$ cat src/rtl/rcp_pkg.sv
`default_nettype none
package rcp_pkg;

  localparam logic [2:0] KIND_DATA  = 3'd0;
  localparam logic [2:0] KIND_NUM   = 3'd1;
  localparam logic [2:0] KIND_SEND  = 3'd2;
  localparam logic [2:0] KIND_EMPTY = 3'd3;
  localparam logic [2:0] KIND_ERR   = 3'd4;

  localparam logic [7:0] CH_STAR   = 8'h2A;
  localparam logic [7:0] CH_COLON  = 8'h3A;
  localparam logic [7:0] CH_DOLLAR = 8'h24;
  localparam logic [7:0] CH_PLUS   = 8'h2B;
  localparam logic [7:0] CH_MINUS  = 8'h2D;
  localparam logic [7:0] CH_CR     = 8'h0D;
  localparam logic [7:0] CH_ZERO   = 8'h30;
  localparam logic [7:0] CH_NINE   = 8'h39;
  localparam logic [7:0] CH_SPACE  = 8'h20;
  localparam logic [7:0] CH_TAB    = 8'h09;
  localparam logic [7:0] CH_FF     = 8'h0C;

  localparam logic [19:0] COUNT_CAP = 20'hFFFFF;
  localparam logic [12:0] LIM_CAP = 13'd4096;

  // One classified byte passed from the front to the back.
  typedef struct packed {
    logic [7:0] in_byte;
    logic       message_start;
  } rcp_item_t;

  typedef struct packed {
    logic [2:0]         out_kind;
    logic [7:0]         data_byte;
    logic signed [63:0] number_value;
    logic [11:0]        arg_length;
    logic [5:0]         arg_index;
    logic               last_arg;
  } rcp_result_t;

endpackage
`default_nettype wire

$ cat src/rtl/rcp_if.sv
`default_nettype none
interface rcp_in_if;
  logic       valid;
  logic       ready;
  logic [7:0] in_byte;
  logic       message_start;
  modport source (output valid, in_byte, message_start, input ready);
  modport sink (input valid, in_byte, message_start, output ready);
endinterface

interface rcp_out_if;
  logic               valid;
  logic               ready;
  logic [2:0]         out_kind;
  logic [7:0]         data_byte;
  logic signed [63:0] number_value;
  logic [11:0]        arg_length;
  logic [5:0]         arg_index;
  logic               last_arg;
  modport source (output valid, out_kind, data_byte, number_value, arg_length,
                  arg_index, last_arg, input ready);
  modport sink (input valid, out_kind, data_byte, number_value, arg_length,
                arg_index, last_arg, output ready);
endinterface

interface rcp_cfg_if;
  logic        valid;
  logic        ready;
  logic [12:0] data;
  modport source (output valid, data, input ready);
  modport sink (input valid, data, output ready);
endinterface
`default_nettype wire

$ cat src/rtl/rcp_queue.sv
`default_nettype none
// Two-entry queue between the front and the back.
module rcp_queue (
  input  wire logic              clk,
  input  wire logic              rst,
  input  wire logic              push,
  input  wire rcp_pkg::rcp_item_t push_item,
  output logic                   full,
  input  wire logic              pop,
  output rcp_pkg::rcp_item_t     head,
  output logic                   not_empty
);
  rcp_pkg::rcp_item_t slots [2];
  logic       wr_ptr;
  logic       rd_ptr;
  logic [1:0] fill;

  assign full      = (fill == 2'd2);
  assign not_empty = (fill != 2'd0);
  assign head      = slots[rd_ptr];

  always_ff @(posedge clk) begin
    if (push) begin
      slots[wr_ptr] <= push_item;
    end
    if (rst) begin
      wr_ptr <= 1'b0;
      rd_ptr <= 1'b0;
      fill   <= 2'd0;
    end else begin
      if (push) begin
        wr_ptr <= ~wr_ptr;
      end
      if (pop) begin
        rd_ptr <= ~rd_ptr;
      end
      fill <= fill + 2'(push) - 2'(pop);
    end
  end

  assert property (@(posedge clk) disable iff (rst) !(push && full && !pop))
    else $error("queue overflow");
  assert property (@(posedge clk) disable iff (rst) !(pop && !not_empty))
    else $error("queue underflow");
  assert property (@(posedge clk) disable iff (rst) fill <= 2'd2)
    else $error("queue fill out of range");
endmodule
`default_nettype wire

$ cat src/rtl/rcp_engine.sv
`default_nettype none
// Parser state machine: one byte per cycle while no held result stalls it, one registered result.
module rcp_engine #(
  parameter int MAX_ARGS = 64
) (
  input  wire logic               clk,
  input  wire logic               rst,
  input  wire logic [12:0]        max_token_bytes,
  input  wire logic               item_valid,
  input  wire rcp_pkg::rcp_item_t item,
  output logic                    item_take,
  output logic                    res_valid,
  output rcp_pkg::rcp_result_t    res,
  input  wire logic               res_ready
);
  localparam int AW = $clog2(MAX_ARGS + 2);

  typedef enum logic [3:0] {
    HDR_TYPE, HDR_COUNT, ARG_TYPE, NUM_LEAD, NUM_DIG, NUM_STOP, BULK_LEN,
    BULK_SKIP, BULK_DATA, SIMPLE, SKIP, DONE, ERR
  } phase_t;

  phase_t      phase;
  logic [AW-1:0] args_remaining;
  logic [63:0] accumulator;
  logic        negative;
  logic [11:0] token_count;
  logic [11:0] bulk_remaining;
  logic [5:0]  current_index;

  phase_t      phase_next;
  logic [AW-1:0] args_next;
  logic [63:0] acc_next;
  logic        neg_next;
  logic [11:0] tok_next;
  logic [11:0] bulk_next;
  logic [5:0]  idx_next;
  logic        emit;
  rcp_pkg::rcp_result_t r_next;

  // Working copies after an optional message_start clear.
  phase_t      ph;
  logic [AW-1:0] ar;
  logic [63:0] acc;
  logic        ng;
  logic [11:0] tc;
  logic [11:0] br;
  logic [5:0]  ci;
  logic [7:0]  b;
  logic [12:0] lim;
  logic        push_ok;
  logic        is_dig;
  logic [3:0]  dig;
  logic [63:0] cnt_mul;
  logic [63:0] mag_mul;
  logic [63:0] mag_lim;

  assign item_take = item_valid && (!res_valid || res_ready);

  always_comb begin
    b   = item.in_byte;
    lim = (max_token_bytes > rcp_pkg::LIM_CAP) ? rcp_pkg::LIM_CAP : max_token_bytes;
    if (item.message_start) begin
      ph = HDR_TYPE; ar = '0; acc = '0; ng = 1'b0; tc = '0; br = '0; ci = '0;
    end else begin
      ph = phase; ar = args_remaining; acc = accumulator; ng = negative;
      tc = token_count; br = bulk_remaining; ci = current_index;
    end
    push_ok = ({1'b0, tc} + 13'd1) < lim;
    is_dig  = (b >= rcp_pkg::CH_ZERO) && (b <= rcp_pkg::CH_NINE);
    dig     = 4'(b - rcp_pkg::CH_ZERO);
    cnt_mul = (acc * 64'd10) + 64'(dig);
    mag_mul = cnt_mul;
    // Largest magnitude that can take this digit without passing 2^63.
    mag_lim = (dig == 4'd9) ? 64'd922337203685477579 : 64'd922337203685477580;

    phase_next = ph; args_next = ar; acc_next = acc; neg_next = ng;
    tok_next = tc; bulk_next = br; idx_next = ci;
    emit = 1'b0;
    r_next = '0;

    case (ph)
      HDR_TYPE: begin
        if (b == rcp_pkg::CH_CR || !push_ok || b != rcp_pkg::CH_STAR) begin
          phase_next = ERR; emit = 1'b1; r_next.out_kind = rcp_pkg::KIND_ERR;
        end else begin
          tok_next = tc + 12'd1; phase_next = HDR_COUNT;
        end
      end
      HDR_COUNT, BULK_LEN: begin
        if (b == rcp_pkg::CH_CR) begin
          if (ph == HDR_COUNT) begin
            if (acc > 64'(MAX_ARGS)) begin
              phase_next = ERR; emit = 1'b1; r_next.out_kind = rcp_pkg::KIND_ERR;
            end else begin
              args_next = AW'(acc); idx_next = '0; phase_next = SKIP;
              if (acc == 64'd0) begin
                emit = 1'b1; r_next.out_kind = rcp_pkg::KIND_EMPTY;
                r_next.last_arg = 1'b1;
              end
            end
          end else if (acc >= 64'(lim)) begin
            phase_next = ERR; emit = 1'b1; r_next.out_kind = rcp_pkg::KIND_ERR;
          end else begin
            bulk_next = acc[11:0]; phase_next = BULK_SKIP;
          end
        end else if (!push_ok || !is_dig) begin
          phase_next = ERR; emit = 1'b1; r_next.out_kind = rcp_pkg::KIND_ERR;
        end else begin
          tok_next = tc + 12'd1;
          acc_next = (cnt_mul > 64'(rcp_pkg::COUNT_CAP)) ? 64'(rcp_pkg::COUNT_CAP) : cnt_mul;
        end
      end
      ARG_TYPE: begin
        if (b == rcp_pkg::CH_CR || !push_ok) begin
          phase_next = ERR; emit = 1'b1; r_next.out_kind = rcp_pkg::KIND_ERR;
        end else begin
          tok_next = tc + 12'd1;
          case (b)
            rcp_pkg::CH_COLON:  phase_next = NUM_LEAD;
            rcp_pkg::CH_DOLLAR: phase_next = BULK_LEN;
            rcp_pkg::CH_PLUS:   phase_next = SIMPLE;
            default: begin
              phase_next = ERR; emit = 1'b1; r_next.out_kind = rcp_pkg::KIND_ERR;
            end
          endcase
        end
      end
      NUM_LEAD, NUM_DIG, NUM_STOP: begin
        if (b == rcp_pkg::CH_CR) begin
          emit = 1'b1; r_next.out_kind = rcp_pkg::KIND_NUM;
          if (ng) begin
            r_next.number_value = -$signed(acc);
          end else begin
            r_next.number_value = acc[63] ? 64'sh7FFFFFFFFFFFFFFF : $signed(acc);
          end
          r_next.arg_index = ci;
          r_next.last_arg  = (ar == AW'(1));
          idx_next = ci + 6'd1;
          if (ar != '0) begin
            args_next = ar - AW'(1);
          end
          phase_next = SKIP;
        end else if (!push_ok) begin
          phase_next = ERR; emit = 1'b1; r_next.out_kind = rcp_pkg::KIND_ERR;
        end else begin
          tok_next = tc + 12'd1;
          if (ph == NUM_LEAD) begin
            if (b == rcp_pkg::CH_SPACE || (b >= rcp_pkg::CH_TAB && b <= rcp_pkg::CH_FF)) begin
              phase_next = NUM_LEAD;
            end else if (b == rcp_pkg::CH_PLUS || b == rcp_pkg::CH_MINUS) begin
              neg_next = (b == rcp_pkg::CH_MINUS); phase_next = NUM_DIG;
            end else if (is_dig) begin
              acc_next = (acc > mag_lim) ? 64'h8000000000000000 : mag_mul;
              phase_next = NUM_DIG;
            end else begin
              phase_next = NUM_STOP;
            end
          end else if (ph == NUM_DIG) begin
            if (is_dig) begin
              acc_next = (acc > mag_lim) ? 64'h8000000000000000 : mag_mul;
            end else begin
              phase_next = NUM_STOP;
            end
          end
        end
      end
      BULK_SKIP: phase_next = BULK_DATA;
      BULK_DATA: begin
        emit = 1'b1;
        if (br != '0) begin
          bulk_next = br - 12'd1;
          r_next.out_kind = rcp_pkg::KIND_DATA; r_next.data_byte = b;
          r_next.arg_index = ci;
        end else begin
          r_next.out_kind = rcp_pkg::KIND_SEND; r_next.arg_length = acc[11:0];
          r_next.arg_index = ci; r_next.last_arg = (ar == AW'(1));
          idx_next = ci + 6'd1;
          if (ar != '0) begin
            args_next = ar - AW'(1);
          end
          phase_next = SKIP;
        end
      end
      SIMPLE: begin
        emit = 1'b1;
        if (b == rcp_pkg::CH_CR) begin
          r_next.out_kind = rcp_pkg::KIND_SEND;
          r_next.arg_length = (tc != '0) ? tc - 12'd1 : 12'd0;
          r_next.arg_index = ci; r_next.last_arg = (ar == AW'(1));
          idx_next = ci + 6'd1;
          if (ar != '0) begin
            args_next = ar - AW'(1);
          end
          phase_next = SKIP;
        end else if (!push_ok) begin
          phase_next = ERR; r_next.out_kind = rcp_pkg::KIND_ERR;
        end else begin
          tok_next = tc + 12'd1;
          r_next.out_kind = rcp_pkg::KIND_DATA; r_next.data_byte = b;
          r_next.arg_index = ci;
        end
      end
      SKIP: begin
        phase_next = (ar != '0) ? ARG_TYPE : DONE;
        tok_next = '0; acc_next = '0; neg_next = 1'b0;
      end
      ERR: begin
        emit = 1'b1; r_next.out_kind = rcp_pkg::KIND_ERR;
      end
      default: ;
    endcase
  end

  always_ff @(posedge clk) begin
    if (rst) begin
      phase <= HDR_TYPE; args_remaining <= '0; accumulator <= '0;
      negative <= 1'b0; token_count <= '0; bulk_remaining <= '0;
      current_index <= '0; res_valid <= 1'b0;
    end else begin
      if (item_take) begin
        phase <= phase_next; args_remaining <= args_next;
        accumulator <= acc_next; negative <= neg_next;
        token_count <= tok_next; bulk_remaining <= bulk_next;
        current_index <= idx_next;
        res_valid <= emit;
        res <= r_next;
      end else if (res_ready) begin
        res_valid <= 1'b0;
      end
    end
  end

  assert property (@(posedge clk) disable iff (rst)
    res_valid && !res_ready |=> res_valid && $stable(res))
    else $error("result lost while stalled");
  assert property (@(posedge clk) disable iff (rst)
    phase == ERR && item_take && !item.message_start
    |=> res_valid && res.out_kind == rcp_pkg::KIND_ERR)
    else $error("error not held");
  assert property (@(posedge clk) disable iff (rst)
    res_valid && res.out_kind == rcp_pkg::KIND_EMPTY |-> res.last_arg)
    else $error("empty command without last flag");
endmodule
`default_nettype wire

$ cat src/rtl/resp_command_parser_unit.sv
`default_nettype none
// RESP command parser. Bytes of a command stream enter on in_ch at one item
// per clock while the queue has room and pass through a two-entry queue into
// the parser engine, which consumes one item per cycle while its result is
// not held and returns at most one result item per byte in a registered
// output stage. A byte is registered in the queue, and its result in the
// engine's output stage. A stalled output holds the engine, and the input
// stalls once the queue is full. The token limit must be written on cfg_ch
// only while the block is idle; the block itself does not enforce this, and
// cfg_ch is always ready.
module resp_command_parser_unit #(
  parameter int MAX_ARGS = 64
) (
  input wire logic   clk,
  input wire logic   rst,
  rcp_in_if.sink     in_ch,
  rcp_out_if.source  out_ch,
  rcp_cfg_if.sink    cfg_ch
);
  logic [12:0] max_token_bytes;
  rcp_pkg::rcp_item_t in_item;
  rcp_pkg::rcp_item_t head;
  rcp_pkg::rcp_result_t res;
  logic q_full;
  logic q_ne;
  logic take;
  logic res_valid;

  assign cfg_ch.ready = 1'b1;
  always_ff @(posedge clk) begin
    if (rst) begin
      max_token_bytes <= 13'd256;
    end else if (cfg_ch.valid) begin
      max_token_bytes <= cfg_ch.data;
    end
  end

  // The front accepts whenever the queue has room.
  assign in_ch.ready = !q_full;
  assign in_item.in_byte = in_ch.in_byte;
  assign in_item.message_start = in_ch.message_start;

  rcp_queue u_queue (
    .clk(clk), .rst(rst),
    .push(in_ch.valid && !q_full), .push_item(in_item), .full(q_full),
    .pop(take), .head(head), .not_empty(q_ne)
  );

  rcp_engine #(.MAX_ARGS(MAX_ARGS)) u_engine (
    .clk(clk), .rst(rst), .max_token_bytes(max_token_bytes),
    .item_valid(q_ne), .item(head), .item_take(take),
    .res_valid(res_valid), .res(res), .res_ready(out_ch.ready)
  );

  assign out_ch.valid        = res_valid;
  assign out_ch.out_kind     = res.out_kind;
  assign out_ch.data_byte    = res.data_byte;
  assign out_ch.number_value = res.number_value;
  assign out_ch.arg_length   = res.arg_length;
  assign out_ch.arg_index    = res.arg_index;
  assign out_ch.last_arg     = res.last_arg;
endmodule
`default_nettype wire

$ cat src/flat_wrapper.sv
// flat-port wrapper written by rule: the top's interface ports become plain ports
module resp_command_parser_unit_flat 
#(
  parameter int MAX_ARGS = 64
)
  (clk, rst, in_ch_valid, in_ch_in_byte, in_ch_message_start, in_ch_ready, out_ch_valid, out_ch_out_kind, out_ch_data_byte, out_ch_number_value, out_ch_arg_length, out_ch_arg_index, out_ch_last_arg, out_ch_ready, cfg_ch_valid, cfg_ch_data, cfg_ch_ready);
  rcp_in_if in_ch_i ();
  rcp_out_if out_ch_i ();
  rcp_cfg_if cfg_ch_i ();
  input wire logic clk;
  input wire logic rst;
  input wire logic [$bits(in_ch_i.valid)-1:0] in_ch_valid;
  input wire logic [$bits(in_ch_i.in_byte)-1:0] in_ch_in_byte;
  input wire logic [$bits(in_ch_i.message_start)-1:0] in_ch_message_start;
  output wire logic [$bits(in_ch_i.ready)-1:0] in_ch_ready;
  output wire logic [$bits(out_ch_i.valid)-1:0] out_ch_valid;
  output wire logic [$bits(out_ch_i.out_kind)-1:0] out_ch_out_kind;
  output wire logic [$bits(out_ch_i.data_byte)-1:0] out_ch_data_byte;
  output wire logic [$bits(out_ch_i.number_value)-1:0] out_ch_number_value;
  output wire logic [$bits(out_ch_i.arg_length)-1:0] out_ch_arg_length;
  output wire logic [$bits(out_ch_i.arg_index)-1:0] out_ch_arg_index;
  output wire logic [$bits(out_ch_i.last_arg)-1:0] out_ch_last_arg;
  input wire logic [$bits(out_ch_i.ready)-1:0] out_ch_ready;
  input wire logic [$bits(cfg_ch_i.valid)-1:0] cfg_ch_valid;
  input wire logic [$bits(cfg_ch_i.data)-1:0] cfg_ch_data;
  output wire logic [$bits(cfg_ch_i.ready)-1:0] cfg_ch_ready;
  assign in_ch_i.valid = in_ch_valid;
  assign in_ch_i.in_byte = in_ch_in_byte;
  assign in_ch_i.message_start = in_ch_message_start;
  assign in_ch_ready = in_ch_i.ready;
  assign out_ch_valid = out_ch_i.valid;
  assign out_ch_out_kind = out_ch_i.out_kind;
  assign out_ch_data_byte = out_ch_i.data_byte;
  assign out_ch_number_value = out_ch_i.number_value;
  assign out_ch_arg_length = out_ch_i.arg_length;
  assign out_ch_arg_index = out_ch_i.arg_index;
  assign out_ch_last_arg = out_ch_i.last_arg;
  assign out_ch_i.ready = out_ch_ready;
  assign cfg_ch_i.valid = cfg_ch_valid;
  assign cfg_ch_i.data = cfg_ch_data;
  assign cfg_ch_ready = cfg_ch_i.ready;
  resp_command_parser_unit #(.MAX_ARGS(MAX_ARGS)) u_core (.clk(clk), .rst(rst), .in_ch(in_ch_i), .out_ch(out_ch_i), .cfg_ch(cfg_ch_i));
endmodule
$ cat config.mk
export PLATFORM = sky130hd
export DESIGN_NAME = resp_command_parser_unit_flat
export DESIGN_NICKNAME = d
export VERILOG_FILES = /design/src/rtl/rcp_pkg.sv /design/src/rtl/rcp_if.sv /design/src/rtl/rcp_queue.sv /design/src/rtl/rcp_engine.sv /design/src/rtl/resp_command_parser_unit.sv /design/src/flat_wrapper.sv
export SDC_FILE = /design/constraint.sdc
export NUM_CORES = 1
export LEC_CHECK = 0
export ABC_AREA = 0
export BUFFER_PORTS_ARGS = -buffer_cell sky130_fd_sc_hd__buf_2
export CORE_MARGIN = 5
export CORE_UTILIZATION = 45
export DETAILED_ROUTE_END_ITERATION = 10
export PLACE_DENSITY = 0.66
export SLEW_MARGIN = 5
export SYNTH_ARGS = -nofsm -noshare
export SYNTH_HDL_FRONTEND = slang
export SYNTH_SLANG_ARGS = --single-unit
$ cat constraint.sdc
create_clock -name clk -period 9 [get_ports clk]
set_clock_uncertainty 0.05 [all_clocks]
set_input_delay 1.8 -clock clk [delete_from_list [all_inputs] [get_ports clk]]
set_output_delay 1.8 -clock clk [all_outputs]
set_load 0.03 [all_outputs]
==> results.txt <==
----------------------------------------------------
[Floorplanning]
  Area of the die ... between 0.05 and 0.06 mm2
  Effective utilization at floorplan ... 0.452
  Die height ... between 200 and 250 um
  Core Rows ... 83
  Die width ... 237 um
  Core region area ... a little over 0.05 mm2
  Count of boundary I/O pins ... 124

[Yosys]
  Yosys top cell by area ... sky130_fd_sc_hd__edfxtp_1
  Number of distinct library cell variants in the gate-level netlist after synthesis ... 97
  Fraction of synthesized area in multiplexers ... 0.0186
  Gate Count Post-Synth ... 3130
  Fraction of registers with async set or reset after synthesis ... 0
  Top post-synthesis cells by area ... sky130_fd_sc_hd__edfxtp_1 15%, sky130_fd_sc_hd__dfxtp_1 11%, sky130_fd_sc_hd__ha_1 6.8%
  Main combinational cell family by area after synthesis ... simple AND/OR/NAND/NOR gates
  Xor/xnor cell area share of the yosys netlist ... 0.0607
  Cell area after synthesis ... 0.0231 mm2
  Post-synthesis simple-gate area fraction ... 0.280
  Yosys Warn Count ... 0
  Part of the Yosys area used for sequential elements ... 0.254
  Number of enable-type register cells in the synthesized netlist ... 112
  Post-synthesis sequential element count ... around 240
  Adder-Cell Fraction of Synth Area ... 0.0694
  Share of the synthesized area in compound gates (AO/OA/AOI/OAI) ... 0.270
  Nets in the synthesized netlist ... 3283
  Main synth FF type ... sky130_fd_sc_hd__dfxtp_1
  Mean post-synth cell area ... 7.38 um2
  Fraction of synthesized cell area taken by the top area cell type ... 0.146

[GRT]
  Number of global-route vias before repair ... 23.6k
  Overall global routing resource usage ... 0.331
  Aggregate global routing overflow ... 0
  Maximum number of pins on one net before global-route repair ... 72
  Global-route wire length before repair ... 147 mm
  Initial antenna violation count ... 4

[Setup path]
  Critical path class ... reg -> reg
  Critical Path Fanout Max ... 62
  Sort of element at the start of the critical path ... flip-flop
  Logic depth of the worst register-to-register path ... 20
  R2R setup slack ... 800 ps
  Endpoint arrival time on the critical path ... 8660 ps
  Critical path data required time ... 9450 ps
  Capture instance of the worst register-to-register path ... u_core.u_engine.accumulator[49]
  Capturing element type of the critical path ... flip-flop

[Status]
  Result of the run ... finished, final reports clean

[Drt]
  Vias ... 25.8k
  Initial DRT Pass Iterations ... 6
  Initial DRC Count ... 3274
  Total wire length after detailed routing ... just under 100 mm
  Via density per instance ... a little under 7
  Residual antenna-violating net count after detailed routing ... 0
  Number of design rule violations left after detail routing ... 0
  Routed wire length per instance ... 25.9 um

[Placed design]
  Count of buffers from port buffering ... 122
  Detailed placer's ending HPWL ... ~76 mm
  Final estimated routing congestion in global placement ... approximately 1
  Worst slack at placement ... 1100 ps

[Pwr]
  Maximum resistive drop on vdd ... between 0.2 and 0.25 mV
  Leakage power ... 0.00978 uW
  PwrDens ... 229 mW/mm2

[STA]
  Headroom to the max-slew limit ... 0.130
  Worst-Margin Slew ... 1290 ps
  Clock period minus worst slack ... 8200 ps
  Post-route fraction of the period consumed by the critical path ... 0.911
  F_max ... 122 MHz
  Worst setup margin ... 798 ps
  Final sum of negative setup slack ... 0 ps
  Max-slew violation total from the final report ... 0
  Number of hold violations in the final report ... 0
  Final setup violating endpoints ... 0
  RSZ-0062 raised after global routing ... no

[Clock network]
  Number of clock sinks seen by CTS ... ~240
  Buffers inserted by post-CTS timing repair ... 0
  Reg clk slew, reported paths ... ~70 ps
  Clock insertion delay at the later pin of the skew report ... 560 ps
  Clock tree from TritonCTS ... built
  H-Tree Level Count ... 1
  Quantity of gates resized following cts ... 0
  Hold-fix buffer count after cts ... 0
  Cell at the root of the clock tree ... sky130_fd_sc_hd__clkbuf_16
  Number of clock buffers inserted by TritonCTS ... 27
  Buffer depth of the longest clock path ... 3

[Worst hold path]
  Hold-critical path depth ... 2
  Worst Hold Endpoint ... u_core.u_engine.current_index[1]
  Worst Hold Launch ... u_core.u_engine.current_index[1]
  Classification of the worst-slack hold path ... reg -> reg

[Job]
  Total of max-cap violations ... 0

[Finish]
  Commonest non-fill, non-tap cell in the layout ... sky130_fd_sc_hd__nor2_1
  Highest-count cells in the layout ignoring fill and taps ... 372 x sky130_fd_sc_hd__nor2_1, 337 x sky130_fd_sc_hd__nand2_1, 257 x sky130_fd_sc_hd__a21oi_1
  Fraction of layout instances using a drive strength above 1 ... 0.0942
  Nets@finish ... 3285
  Synthesis-to-layout area growth ... 9.44%

----------------------------------------------------
kinds of logic (layout without fill, tap and decap cells):
| group | after synthesis | count (layout) |
|---|---|---|
| flops | 237 | 237 |
| mux | 42 | 42 |
| xor+xnor | 160 | 160 |
| simple gates | 1317 | 1317 |
| fa+ha+maj | 128 | 128 |
| other cells | 1 | 2 |
| buf+inv | 282 | 304 |
| compound gates | 963 | 963 |
worst max path at each step:
stage,end,cells after the start
finish,u_core.u_engine.accumulator[49],20
global route,u_core.u_engine.accumulator[49],21
CTS,u_core.u_engine.accumulator[39],21
detailed placement,u_core.u_engine.accumulator[49],21
global placement,u_core.u_engine.accumulator[1],22
floorplan,u_core.u_engine.accumulator[1],31
metrics by stage:
stage | hold slack [ps] | instance area (um2) | instances | total power (uW) | util
detailed placement | 410 | 24200 | 3783 | 4350 | 0.474
global placement | 402 | 24200 | 3783 | 4320 | 0.474
global route | 427 | 25300 | 3832 | 6020 | 0.495
finish | 422 | 25300 | 3833 | 5790 | 0.495
floorplan | 390 | 23100 | 3130 | 3400 | -
CTS | 421 | 25300 | 3832 | 5680 | 0.495
worst max-delay path: stages (launching register included):
cell                        delay [ps]
sky130_fd_sc_hd__dfxtp_1           410
sky130_fd_sc_hd__mux2i_4           410
sky130_fd_sc_hd__buf_12            310
sky130_fd_sc_hd__and2_1            440
sky130_fd_sc_hd__ha_1              320
sky130_fd_sc_hd__ha_1              470
sky130_fd_sc_hd__nand4_1           240
sky130_fd_sc_hd__nor4_1            780
sky130_fd_sc_hd__nand2_1           120
sky130_fd_sc_hd__a21oi_1           500
sky130_fd_sc_hd__or3_1             260
sky130_fd_sc_hd__nand4_1           140
sky130_fd_sc_hd__or4_1             700
sky130_fd_sc_hd__or4b_1            690
sky130_fd_sc_hd__nor4_1            380
sky130_fd_sc_hd__xnor2_1           230
sky130_fd_sc_hd__nand4_1           250
sky130_fd_sc_hd__nor4_4            530
sky130_fd_sc_hd__nand3_2           240
sky130_fd_sc_hd__a2111oi_0         510
sky130_fd_sc_hd__a21o_1            130
power breakdown:
| part | internal (uW) | leakage, uW | switching, uW |
|---|---|---|---|
| Sequential | 1320 | 0.00208 | 211 |
| Combinational | 814 | 0.00719 | 2120 |
| Clock | 814 | 0.000503 | 507 |
flip-flops by register name (all words and copies together) (netlist names), named ones only:
| name | flops |
|---|---|
| u_core.u_queue.rd_ptr | 1 |
| u_core.u_engine.accumulator | 64 |
| u_core.u_engine.res | 94 |
| u_core.u_engine.token_count | 12 |
| u_core.u_queue.wr_ptr | 1 |
| u_core.u_queue.fill | 2 |
| u_core.u_engine.phase | 4 |
| u_core.u_engine.args_remaining | 7 |
| u_core.u_engine.res_valid | 1 |
| u_core.u_queue.slots | 18 |
| u_core.u_engine.bulk_remaining | 12 |
| u_core.max_token_bytes | 13 |
| u_core.u_engine.negative | 1 |
| u_core.u_engine.current_index | 6 |
cells in the mapped netlist (56+ instances only):
library cell               instances
sky130_fd_sc_hd__and3_1           72
sky130_fd_sc_hd__a21oi_1         257
sky130_fd_sc_hd__clkbuf_1        174
sky130_fd_sc_hd__dfxtp_1         125
sky130_fd_sc_hd__nand2_1         338
sky130_fd_sc_hd__edfxtp_1        112
sky130_fd_sc_hd__nor3_1           90
sky130_fd_sc_hd__nand3_1          99
sky130_fd_sc_hd__inv_1            69
sky130_fd_sc_hd__o22ai_1          56
sky130_fd_sc_hd__o21ai_0         209
sky130_fd_sc_hd__nor2_1          372
sky130_fd_sc_hd__ha_1            125
sky130_fd_sc_hd__nand4_1          61
sky130_fd_sc_hd__xnor2_1         116
layout make-up:
class	count	area, um2
fill	5145	25800
inverter	74	280
tap	680	851
clock buffer	29	683
antenna	1	2.50
sequential	237	5870
clock inverter	20	355
timing repair buffer	181	1070
multi-input combinational	2611	16200
routing by layer:
metal  GRT usage  wire length [um]  vias to the layer above
met5           0                12                        -
met3      0.0702             10600                      207
li1            -                 -                    11700
met1       0.476             43000                    12400
met4      0.0894              3170                        2
met2       0.504             42400                     1546
(Power assumes the default switching activity.)
